--- src/design/gain_scheduled_pd_tracker_top_macros.svh ---
// assertion macros for the gain scheduled pd tracker
`ifndef GAIN_SCHEDULED_PD_TRACKER_TOP_MACROS_SVH
`define GAIN_SCHEDULED_PD_TRACKER_TOP_MACROS_SVH

// condition holds at every edge outside reset
`define GSPD_ASSERT_ALWAYS(label, cond) \
  label: assert property (@(posedge clk) disable iff (rst) (cond)) \
    else $error("invariant violated");

// condition in one cycle implies a condition in the next cycle
`define GSPD_ASSERT_NEXT(label, pre, post) \
  label: assert property (@(posedge clk) disable iff (rst) (pre) |=> (post)) \
    else $error("sequence violated");

`endif

--- src/design/gspd_pkg.sv ---
// shared types and constants for the gain scheduled pd tracker
package gspd_pkg;

  localparam int OffsetW = 10;
  localparam int TimeW   = 16;
  localparam int LimitW  = 10;
  localparam int GainW   = 16;
  localparam int CenterW = 16;
  localparam int SideW   = 15;
  localparam int DirW    = 2;
  localparam int CfgIdxW = 3;
  localparam int CfgDataW = 16;

  localparam logic [10:0] ERR_BIAS   = 11'd30;
  localparam logic [16:0] SIDE_BIAS2 = 17'd50;

  typedef enum logic [CfgIdxW-1:0] {
    REG_TIME_FIRST  = 3'd0,
    REG_TIME_SECOND = 3'd1,
    REG_TIME_THIRD  = 3'd2,
    REG_LIMIT_LOW   = 3'd3,
    REG_LIMIT_HIGH  = 3'd4,
    REG_GAIN_EARLY  = 3'd5,
    REG_GAIN_LATE   = 3'd6,
    REG_GAIN_DERIV  = 3'd7
  } cfg_index_t;

  typedef struct packed {
    logic [TimeW-1:0]  time_first;
    logic [TimeW-1:0]  time_second;
    logic [TimeW-1:0]  time_third;
    logic [LimitW-1:0] limit_low;
    logic [LimitW-1:0] limit_high;
    logic [GainW-1:0]  gain_early;
    logic [GainW-1:0]  gain_late;
    logic [GainW-1:0]  gain_deriv;
  } cfg_t;

  localparam logic [GainW-1:0] GAIN_EARLY_RESET = 16'd2688;
  localparam logic [GainW-1:0] GAIN_DERIV_RESET = 16'd51;

endpackage

--- src/design/gspd_core.sv ---
// four stage datapath: input, error and schedule, products, sum and clamp
`include "gain_scheduled_pd_tracker_top_macros.svh"

module gspd_core (
  input  logic                                clk,
  input  logic                                rst,
  input  gspd_pkg::cfg_t                      cfg,
  input  logic                                in_valid,
  output logic                                in_stall,
  input  logic signed [gspd_pkg::OffsetW-1:0] cam_offset,
  input  logic [gspd_pkg::TimeW-1:0]          elapsed_ms,
  output logic                                out_valid,
  input  logic                                out_stall,
  output logic signed [gspd_pkg::CenterW-1:0] center_drive,
  output logic signed [gspd_pkg::SideW-1:0]   side_drive,
  output logic signed [gspd_pkg::DirW-1:0]    direction
);

  // stage valids and advance terms
  logic s0_valid, s1_valid, s2_valid;
  logic adv0, adv1, adv2, adv3;

  assign adv3 = !out_valid || !out_stall;
  assign adv2 = !s2_valid || adv3;
  assign adv1 = !s1_valid || adv2;
  assign adv0 = !s0_valid || adv1;
  assign in_stall = !adv0;

  // input register
  logic signed [9:0] s0_offset;
  logic [15:0]       s0_elapsed;

  always_ff @(posedge clk) begin
    if (rst) begin
      s0_valid <= 1'b0;
    end else if (adv0) begin
      s0_valid <= in_valid;
    end
    if (adv0 && in_valid) begin
      s0_offset  <= cam_offset;
      s0_elapsed <= elapsed_ms;
    end
  end

  // stage 1: error, delta, direction, schedule
  logic signed [9:0]  prev_err;
  logic signed [1:0]  held_dir;
  logic signed [10:0] off_ext, mag, err_wide, mid_diff, mid_half;
  logic signed [9:0]  err;
  logic signed [1:0]  dir_next;
  logic signed [10:0] delta;
  logic signed [10:0] limit_sel;
  logic [15:0]        gain_sel;
  logic signed [10:0] lim_low_s, lim_high_s;

  always_comb begin
    off_ext  = {s0_offset[9], s0_offset};
    mag      = s0_offset[9] ? -off_ext : off_ext;
    err_wide = mag - $signed(gspd_pkg::ERR_BIAS);
    err      = (s0_offset == '0) ? '0 : err_wide[9:0];
    if (s0_offset == '0) begin
      dir_next = held_dir;
    end else if (s0_offset[9]) begin
      dir_next = -2'sd1;
    end else begin
      dir_next = 2'sd1;
    end
    delta = {err[9], err} - {prev_err[9], prev_err};

    lim_low_s  = $signed({1'b0, cfg.limit_low});
    lim_high_s = $signed({1'b0, cfg.limit_high});
    mid_diff   = lim_high_s - lim_low_s;
    // halve toward zero
    mid_half   = (mid_diff + $signed({10'd0, mid_diff[10]})) >>> 1;
    if (s0_elapsed >= cfg.time_third) begin
      limit_sel = lim_low_s;
      gain_sel  = cfg.gain_late;
    end else if (s0_elapsed >= cfg.time_second) begin
      limit_sel = lim_high_s;
      gain_sel  = cfg.gain_late;
    end else if (s0_elapsed >= cfg.time_first) begin
      limit_sel = mid_half + lim_low_s;
      gain_sel  = cfg.gain_early;
    end else begin
      limit_sel = lim_low_s;
      gain_sel  = cfg.gain_early;
    end
  end

  logic signed [9:0]  s1_err;
  logic signed [10:0] s1_delta;
  logic [15:0]        s1_gain;
  logic signed [10:0] s1_limit;
  logic signed [1:0]  s1_dir;
  logic               s1_load;

  assign s1_load = adv1 && s0_valid;

  always_ff @(posedge clk) begin
    if (rst) begin
      s1_valid <= 1'b0;
      prev_err <= '0;
      held_dir <= '0;
    end else begin
      if (adv1) begin
        s1_valid <= s0_valid;
      end
      if (s1_load) begin
        prev_err <= err;
        held_dir <= dir_next;
      end
    end
    if (s1_load) begin
      s1_err   <= err;
      s1_delta <= delta;
      s1_gain  <= gain_sel;
      s1_limit <= limit_sel;
      s1_dir   <= dir_next;
    end
  end

  // stage 2: proportional and derivative products
  logic signed [26:0] prod_p;
  logic signed [27:0] prod_d;

  assign prod_p = $signed({1'b0, s1_gain}) * s1_err;
  assign prod_d = $signed({1'b0, cfg.gain_deriv}) * s1_delta;

  logic signed [26:0] s2_prod_p;
  logic signed [27:0] s2_prod_d;
  logic signed [10:0] s2_limit;
  logic signed [1:0]  s2_dir;

  always_ff @(posedge clk) begin
    if (rst) begin
      s2_valid <= 1'b0;
    end else if (adv2) begin
      s2_valid <= s1_valid;
    end
    if (adv2 && s1_valid) begin
      s2_prod_p <= prod_p;
      s2_prod_d <= prod_d;
      s2_limit  <= s1_limit;
      s2_dir    <= s1_dir;
    end
  end

  // stage 3: sum, scale toward zero, clamp, side drive
  logic signed [28:0] acc, acc_adj;
  logic signed [20:0] ctl;
  logic signed [15:0] center_next;
  logic signed [16:0] side_sum, side_half;

  always_comb begin
    acc     = {{2{s2_prod_p[26]}}, s2_prod_p} + {s2_prod_d[27], s2_prod_d};
    acc_adj = acc + (acc[28] ? 29'sd255 : 29'sd0);
    ctl     = acc_adj[28:8];
    if (ctl > $signed({{10{s2_limit[10]}}, s2_limit})) begin
      center_next = {{5{s2_limit[10]}}, s2_limit};
    end else if (ctl < -21'sd32768) begin
      center_next = -16'sd32768;
    end else begin
      center_next = ctl[15:0];
    end
    side_sum  = {center_next[15], center_next} + $signed(gspd_pkg::SIDE_BIAS2);
    side_half = (side_sum + $signed({16'd0, side_sum[16]})) >>> 1;
  end

  always_ff @(posedge clk) begin
    if (rst) begin
      out_valid <= 1'b0;
    end else if (adv3) begin
      out_valid <= s2_valid;
    end
    if (adv3 && s2_valid) begin
      center_drive <= center_next;
      side_drive   <= side_half[14:0];
      direction    <= s2_dir;
    end
  end

  `GSPD_ASSERT_ALWAYS(a_dir_code, held_dir != -2'sd2)
  `GSPD_ASSERT_NEXT(a_prev_err_hold, !s1_load, $stable(prev_err))
  `GSPD_ASSERT_NEXT(a_s1_keep, s1_valid && !adv2, s1_valid)
  `GSPD_ASSERT_ALWAYS(a_center_ceiling, !out_valid || center_drive <= 16'sd1023)

endmodule

--- src/design/gain_scheduled_pd_tracker_top.sv ---
// Gain scheduled PD tracker: each item (signed camera offset, elapsed ms) yields one result
// (center drive, side drive, held direction). The datapath is a four register pipeline
// (input, error and schedule, products, sum and clamp), and a new item can be accepted
// every cycle; throughput is limited only by out_stall. Gains and speed limits are set
// through the write port, which must be written only while no item is in flight; the
// block itself does not enforce this.
module gain_scheduled_pd_tracker_top (
  input  logic                                 clk,
  input  logic                                 rst,
  input  logic                                 cfg_we,
  input  logic [gspd_pkg::CfgIdxW-1:0]         cfg_index,
  input  logic [gspd_pkg::CfgDataW-1:0]        cfg_data,
  input  logic                                 in_valid,
  output logic                                 in_stall,
  input  logic signed [gspd_pkg::OffsetW-1:0]  cam_offset,
  input  logic [gspd_pkg::TimeW-1:0]           elapsed_ms,
  output logic                                 out_valid,
  input  logic                                 out_stall,
  output logic signed [gspd_pkg::CenterW-1:0]  center_drive,
  output logic signed [gspd_pkg::SideW-1:0]    side_drive,
  output logic signed [gspd_pkg::DirW-1:0]     direction
);

  gspd_pkg::cfg_t cfg;

  always_ff @(posedge clk) begin
    if (rst) begin
      cfg.time_first  <= '0;
      cfg.time_second <= '0;
      cfg.time_third  <= '0;
      cfg.limit_low   <= '0;
      cfg.limit_high  <= '0;
      cfg.gain_early  <= gspd_pkg::GAIN_EARLY_RESET;
      cfg.gain_late   <= '0;
      cfg.gain_deriv  <= gspd_pkg::GAIN_DERIV_RESET;
    end else if (cfg_we) begin
      unique case (gspd_pkg::cfg_index_t'(cfg_index))
        gspd_pkg::REG_TIME_FIRST:  cfg.time_first  <= cfg_data;
        gspd_pkg::REG_TIME_SECOND: cfg.time_second <= cfg_data;
        gspd_pkg::REG_TIME_THIRD:  cfg.time_third  <= cfg_data;
        gspd_pkg::REG_LIMIT_LOW:   cfg.limit_low   <= cfg_data[gspd_pkg::LimitW-1:0];
        gspd_pkg::REG_LIMIT_HIGH:  cfg.limit_high  <= cfg_data[gspd_pkg::LimitW-1:0];
        gspd_pkg::REG_GAIN_EARLY:  cfg.gain_early  <= cfg_data;
        gspd_pkg::REG_GAIN_LATE:   cfg.gain_late   <= cfg_data;
        gspd_pkg::REG_GAIN_DERIV:  cfg.gain_deriv  <= cfg_data;
        default: ;
      endcase
    end
  end

  gspd_core u_core (
    .clk          (clk),
    .rst          (rst),
    .cfg          (cfg),
    .in_valid     (in_valid),
    .in_stall     (in_stall),
    .cam_offset   (cam_offset),
    .elapsed_ms   (elapsed_ms),
    .out_valid    (out_valid),
    .out_stall    (out_stall),
    .center_drive (center_drive),
    .side_drive   (side_drive),
    .direction    (direction)
  );

endmodule
--- config.mk ---
export PLATFORM = sky130hd
export DESIGN_NAME = gain_scheduled_pd_tracker_top
export DESIGN_NICKNAME = d
export VERILOG_FILES = /design/src/design/gspd_pkg.sv /design/src/design/gspd_core.sv /design/src/design/gain_scheduled_pd_tracker_top.sv
export VERILOG_INCLUDE_DIRS = /design/src /design/src/design
export SDC_FILE = /design/constraint.sdc
export NUM_CORES = 1
export LEC_CHECK = 0
export BUFFER_PORTS_ARGS = -buffer_cell sky130_fd_sc_hd__buf_4
export CORE_MARGIN = 3
export CORE_UTILIZATION = 60
export CTS_CLUSTER_DIAMETER = 200
export CTS_CLUSTER_SIZE = 10
export DETAILED_ROUTE_END_ITERATION = 8
export PLACE_DENSITY = 0.77
export SYNTH_ARGS = -nofsm -noshare
export SYNTH_HDL_FRONTEND = slang
export SYNTH_SLANG_ARGS = --single-unit
--- constraint.sdc ---
create_clock -name clk -period 10.9 [get_ports clk]
set_input_delay 2.725 -clock clk [delete_from_list [all_inputs] [get_ports clk]]
set_output_delay 2.725 -clock clk [all_outputs]
set_load 0.03 [all_outputs]
==> results by group, run 1 <==
Run status
  • Outcome: completed

Floorplan
  • Die height: 222 microns
  • Row count: 78
  • Core ar.: 45,800 sq um
  • Die X: 222 microns
  • Initial Util: 61.2%
  • Die area: 49,300 sq um
  • IO Pins: 85

Placement
  • Placed Area: 29,000 sq um
  • Number of port buffers: 84
  • Routability Congestion: 0.903
  • DP Wirelength: 52,500 microns

Detailed routing
  • Vias per cell: 5.84
  • Drt total wl: 67,500 microns
  • Detail Route Antenna Nets: 0
  • DR WL/cell: 18.5 microns
  • DRT Pass-1 Iters: 5
  • Residual DRC: 0
  • 1st-iter DRT viols: 1,342
  • Via count: 21,300

Global route
  • Grt ovf: 0
  • First-pass GRT wire length: 111,000 microns
  • Initial antenna violation count: 2
  • Vias in the first global route: 22,200
  • GRT Resource Usage Total: 27.7%
  • Largest net degree at the start of global routing: 79

Synthesis
  • Ranking of synthesized cells by area: edfxtp_1 (19%), fa_1 (17%), ha_1 (13%), dfxtp_1 (9.4%), nand2_1 (6.6%)
  • Syn_nets: 3,586
  • Ys flop type: edfxtp_1
  • Post-synth ARST share: 0%
  • Sequential area share after synthesis: 28.4%
  • Post-synth EDFFs: 177
  • Mapped Cells: 3,001
  • Synth warnings: 0
  • Synth Register Bits: 309
  • Synth Area per Inst: 9.34 sq um
  • Synth area leader: edfxtp_1
  • Synth cell types: 100
  • Mapped Area: 28,000 sq um
  • Synth top area share: 19.0%

Final layout
  • Area grow syn2layout: 7.52%
  • Fill cells: 3,588
  • Share of post-route cells with drive strength above 1: 6.63%
  • Final net count: 3,608
  • Multi-input logic area: 18,200 sq um
  • Antenna Cells: 0
  • Fin area: 30,100 sq um
  • Register Area: 7960 sq um
  • Commonest non-fill, non-tap cells in the layout: nand2_1 (495), inv_1 (376), ha_1 (294)
  • Commonest non-fill, non-tap cell in the layout: nand2_1

Setup path
  • CP max stage delay: 0.54 ns
  • Worst setup EP type: flop
  • Kind of critical path: flop to flop
  • WP data arrival: 10.40 ns
  • Number of buffers and inverters on the critical path: 6
  • Reg-to-Reg Start: u_core.s2_prod_p[0]
  • CP required: 11.18 ns
  • Slowest CP cell: a221oi_1
  • CP Launch Type: flop
  • CP max FO: 21
  • Beginning of the critical path: u_core.s2_prod_p[0]
  • Critical Path Most Common Cell: nor2_1
  • Family with the most delay on the worst path: compound AO/OA/AOI/OAI gates

Power
  • Lkg Pwr: 13.2 nW
  • Power per cell area: 218 nW/um^2
  • Worst IR Drop VDD: 195 uV

Clock tree
  • Worst-skew pair later-pin latency: 0.57 ns
  • TritonCTS clock tree: done
  • # clock sinks: 309
  • Clock slew at reported path FFs: 0.06 ns
  • H-tree levels: 2
  • Root buffer cell: clkbuf_16
  • Num CTS Buffers: 36
  • Deepest clock path buffer count: 3

STA
  • Least-Margin Pin Slew: 1.20 ns
  • Max Fclk: 0.0989 GHz
  • Period utilization: 92.8%
  • Final setup TNS: 0 ns
  • RSZ-0062 raised after global routing: false
  • Slew headroom: 19.8%
  • Setup violators final: 0
  • Max-slew violations: 0
  • Final hold violation count: 0
  • Final Critical Period: 10.12 ns
  • Clock skew: 0.0316 ns

Min path
  • HP Start: u_core.s1_limit[7]
  • Worst min path class: flop to flop

Flow run
  • Max-cap violations: 0
## cells in the mapped netlist, drive strengths merged, types with 8 or more instances
| cell type | n |
|---|---|
| nand4 | 12 |
| and3 | 19 |
| a21oi | 200 |
| clkbuf | 106 |
| and2 | 172 |
| nand2b | 50 |
| a211oi | 11 |
| nor2b | 25 |
| inv | 377 |
| xor2 | 46 |
| o21a | 18 |
| o21bai | 22 |
| edfxtp | 177 |
| mux2 | 19 |
| nand2 | 495 |
| a31oi | 13 |
| a22o | 8 |
| or3 | 10 |
| o211ai | 8 |
| nor2 | 91 |
| a21o | 71 |
| fa | 241 |
| xnor2 | 95 |
| o21ai | 53 |
| o31ai | 9 |
| ha | 294 |
| a2111oi | 9 |
| buf | 8 |
| nand3 | 39 |
| nor3 | 43 |
| dfxtp | 132 |
## logic make-up (layout without fill, tap and decap cells)
group	after synthesis	after routing	share of synthesized area, %
XOR/XNOR	141	141	4.43
AO/OA/AOI/OAI	497	497	11.7
flip-flops	309	309	28.4
adder cells (fa/ha/maj)	535	535	30.4
multiplexers	24	24	0.987
buffers and inverters	491	539	6.70
AND/OR/NAND/NOR	1004	1004	17.4
## state kept, by name, summed over array words and instances (netlist names)
register and count:
u_core.direction 2, u_core.s0_elapsed 16, u_core.s2_limit 11, u_core.s1_limit 11, u_core.s1_delta 11, u_core.s2_valid 1, u_core.s2_dir 2, u_core.held_dir 2
u_core.center_drive 16, u_core.out_valid 1, cfg 116, u_core.s1_err 10, u_core.s0_offset 10, u_core.s2_prod_d 28, u_core.s0_valid 1, u_core.side_drive 15
u_core.s2_prod_p 27, u_core.s1_gain 16, u_core.s1_dir 2, u_core.prev_err 10, u_core.s1_valid 1
## power breakdown
group / total, mW / internal, mW / switching, mW
clock network: 1.12 / 0.639 / 0.476
registers: 1.59 / 1.48 / 0.109
logic: 3.88 / 1.56 / 2.32
total: 6.58 / 3.68 / 2.90
## worst register-to-register path, delay by kind of cell (launching register included)
kind,cells,cell delay (ns)
AO/OA/AOI/OAI,14,3.71
XOR/XNOR,2,0.30
adder cells (fa/ha/maj),5,1.58
buffers and inverters,6,0.86
flip-flops,1,0.34
AND/OR/NAND/NOR,17,3.05
## repair_timing
item	CTS	global route
setup endpoints to repair	0	8
gates resized for setup	0	1
hold buffers	0	0
buffers inserted	0	3
## final cells by class
type	count	share of cell area [%]
tap	600	2.49
inverter	377	4.70
clock inverter	2	0.133
multi-input combinational	2201	60.4
timing repair buffer	98	2.44
sequential	309	26.4
clock buffer	62	3.39
## layer usage
layer	part of all wire (%)	vias up	global-route usage (%)
li1	-	10000	-
met5	0	-	0
met4	5.0	0	12.9
met2	50	718	48.9
met1	40	10400	33.4
met3	5.9	199	4.00
## path summary, 6_finish.rpt
kind	to	slack, ns	cells after the start
min	u_core.s2_limit[7]	0.40	0
max	u_core.side_drive[13]	0.78	44
max reg2reg	u_core.side_drive[13]	0.78	44
min reg2reg	u_core.s2_limit[7]	0.40	0
## stage by stage
step	worst slack [ns]	utilization, %	power, mW	hold slack [ns]	instances
floorplan	2.00	-	4.48	0.400	3001
global placement	1.05	63.4	5.38	0.402	3582
detailed placement	0.495	63.4	5.48	0.405	3582
CTS	0.445	65.8	6.62	0.401	3646
global route	0.0441	65.8	7.15	0.404	3649
finish	0.785	65.8	6.58	0.399	3649
Note: power is estimated with default switching activity, not from simulation.
==> inputs of run 2 (changes only) <==
--- a/config.mk
+++ b/config.mk
@@ -7,8 +7,10 @@
 export NUM_CORES = 1
 export LEC_CHECK = 0
 export BUFFER_PORTS_ARGS = -buffer_cell sky130_fd_sc_hd__buf_4
+export CAP_MARGIN = 20
 export CORE_MARGIN = 3
 export CORE_UTILIZATION = 60
+export CTS_BUF_LIST = sky130_fd_sc_hd__clkbuf_16
 export CTS_CLUSTER_DIAMETER = 200
 export CTS_CLUSTER_SIZE = 10
 export DETAILED_ROUTE_END_ITERATION = 8
==> run 2 against run 1 <==
Sequential share of layout area hardly changed. Design area up 0.17%. Highest routed layer unchanged. Sequential power about the same. Critical path type unchanged. First-iteration DRC count is 3.4% lower. Die area is the same. Critical path depth unchanged. Largest cell class unchanged.
==> results by group, run 2 (synthesized netlist as in run 1, its figures left out) <==
Detailed routing
  • DR WL/cell: 18.5 microns (about the same)
  • DRT Pass-1 Iters: 6 (was 5)
  • Residual DRC: 0 (unchanged)
  • Wire length on met1: 26,700 microns (about the same)
  • Drt total wl: 67,700 microns (was 67,500 microns)
  • Met3 WL: 4200 microns (was 4000 microns)
  • Top Metal Used: met4 (unchanged)
  • Metal2 WL: 33,300 microns (was 33,500 microns)
  • Detail Route Antenna Nets: 0 (unchanged)
  • Via count: 21,400 (was 21,300)
  • Vias per cell: 5.85 (was 5.84)
  • 1st-iter DRT viols: 1,296 (was 1,342)

Setup path
  • Reg2Reg Setup Slack: 0.81 ns (was 0.78 ns)
  • Kind of critical path: flop to flop (unchanged)
  • WP data arrival: 10.38 ns (was 10.40 ns)
  • CP required: 11.18 ns (about the same)
  • Critical Path Most Common Cell: nor2_1 (unchanged)
  • Slowest CP cell: a221oi_1 (unchanged)
  • CP Launch Type: flop (unchanged)
  • CP max stage delay: 0.54 ns (about the same)
  • CP max FO: 21 (unchanged)
  • Worst setup EP type: flop (unchanged)

STA
  • Setup violators final: 0 (unchanged)
  • Final Critical Period: 10.09 ns (was 10.12 ns)
  • Slew headroom: 30.5% (was 19.8%)
  • Clock skew: 0.0322 ns (was 0.0316 ns)
  • Final WS setup: 0.805 ns (was 0.785 ns)
  • Final hold violation count: 0 (unchanged)
  • Final setup TNS: 0 ns (unchanged)
  • Period utilization: 92.6% (was 92.8%)
  • Least-Margin Pin Slew: 1.04 ns (was 1.20 ns)
  • Max-slew violations: 0 (unchanged)
  • Max Fclk: 0.0991 GHz (was 0.0989 GHz)
  • RSZ-0062 raised after global routing: false (unchanged)

Final layout
  • Multi-input logic area: 18,200 sq um (unchanged)
  • Antenna Cells: 0 (unchanged)
  • Commonest non-fill, non-tap cells in the layout: nand2_1 (495), inv_1 (401), ha_1 (294) (was nand2_1 (495), inv_1 (376), ha_1 (294))
  • Register Area: 7960 sq um (unchanged)
  • Final net count: 3,613 (was 3,608)
  • Commonest non-fill, non-tap cell in the layout: nand2_1 (unchanged)
  • Fin util: 65.9% (was 65.8%)
  • Share of post-route cells with drive strength above 1: 6.78% (was 6.63%)
  • Top reg by flops: cfg (unchanged)
  • Fill cells: 3,583 (was 3,588)
  • Biggest regs: cfg (116), u_core.s2_prod_d (28), u_core.s2_prod_p (27) (unchanged)
  • Max reg flops: 116 (unchanged)
  • Fin area: 30,200 sq um (was 30,100 sq um)
  • Area grow syn2layout: 7.70% (was 7.52%)

Min path
  • Worst min path class: flop to flop (unchanged)

Placement
  • Routability Congestion: 0.903 (unchanged)
  • Dpl ws: 0.495 ns (unchanged)
  • Number of port buffers: 84 (unchanged)
  • DP Wirelength: 52,500 microns (unchanged)
  • Placed Area: 29,000 sq um (unchanged)

Clock tree
  • H-tree levels: 2 (unchanged)
  • TritonCTS clock tree: done (unchanged)
  • # clock sinks: 309 (unchanged)
  • Num CTS Buffers: 36 (unchanged)
  • Clock slew at reported path FFs: 0.06 ns (about the same)
  • Worst-skew pair later-pin latency: 0.56 ns (was 0.57 ns)
  • Hold-fix buffers, CTS: 0 (unchanged)
  • Deepest clock path buffer count: 3 (unchanged)
  • Root buffer cell: clkbuf_16 (unchanged)

Floorplan
  • Core ar.: 45,800 sq um (unchanged)
  • IO Pins: 85 (unchanged)
  • Die height: 222 microns (unchanged)
  • Row count: 78 (unchanged)
  • Die X: 222 microns (unchanged)
  • Initial Util: 61.2% (unchanged)
  • Die area: 49,300 sq um (unchanged)

Power
  • Power per cell area: 217 nW/um^2 (was 218 nW/um^2)
  • Worst IR Drop VDD: 196 uV (was 195 uV)
  • Pwr Total: 6.56 mW (was 6.58 mW)
  • Lkg Pwr: 13.3 nW (was 13.2 nW)

Global route
  • Grt ovf: 0 (unchanged)
  • First-pass GRT wire length: 111,000 microns (unchanged)
  • Initial antenna violation count: 2 (unchanged)
  • Vias in the first global route: 22,200 (unchanged)
  • GRT Resource Usage Total: 27.7% (unchanged)
  • Largest net degree at the start of global routing: 79 (unchanged)

Run status
  • Outcome: completed (unchanged)

Flow run
  • Max-cap violations: 0 (unchanged)
==> run 2: timing repair <==
| item | CTS | global route |
|---|---|---|
| buffers inserted | 0 | 3 |
| endpoints found under the hold margin | 0 | 0 |
| resized for setup | 0 | 1 |
| endpoints found under the setup margin | 0 | 8 |
==> run 2: power breakdown <==
| part | internal, mW | switching [mW] |
|---|---|---|
| Combinational | 1.56 | 2.32 |
| Sequential | 1.48 | 0.109 |
| Clock | 0.615 | 0.476 |
| Total | 3.65 | 2.91 |
==> run 2: layout make-up <==
cell class | instances | share of cell area, %
Clock buffer | 37 | 3.07
Clock inverter | 27 | 0.444
Inverter | 377 | 4.69
Multi-Input combinational cell | 2201 | 60.3
Sequential cell | 309 | 26.4
Tap cell | 600 | 2.49
Timing Repair Buffer | 103 | 2.61
==> run 2: metal layers <==
layer,up-vias,GRT usage [%]
met3,206,4.00
met2,753,48.9
met1,10400,33.4
li1,10000,-
met4,0,12.9
met5,-,0
==> run 2: worst max-delay path, delay by kind of cell, from the launching register on <==
kind	cells	cell delay, ns
adders and majority gates	5	1.59
DFF	1	0.34
AOI/OAI and AO/OA	14	3.67
buffers and inverters	6	0.86
xor gates and xnor gates	2	0.30
and+or+nand+nor	17	3.05
==> run 2: worst paths after layout <==
| check | start | end | depth (start not counted) |
|---|---|---|---|
| worst max register to register | u_core.s2_prod_p[0] | u_core.side_drive[13] | 44 |
| worst max-delay path | u_core.s2_prod_p[0] | u_core.side_drive[13] | 44 |
| worst min-delay path | u_core.s1_limit[7] | u_core.s2_limit[7] | 0 |
| worst min register to register | u_core.s1_limit[7] | u_core.s2_limit[7] | 0 |
==> run 2: per-stage QoR <==
step           instances  hold slack, ns
6_report            3654           0.399
5_1_grt             3654           0.404
4_1_cts             3646           0.404
3_5_place_dp        3582           0.405
3_3_place_gp        3582           0.402
2_1_floorplan       3001           0.400
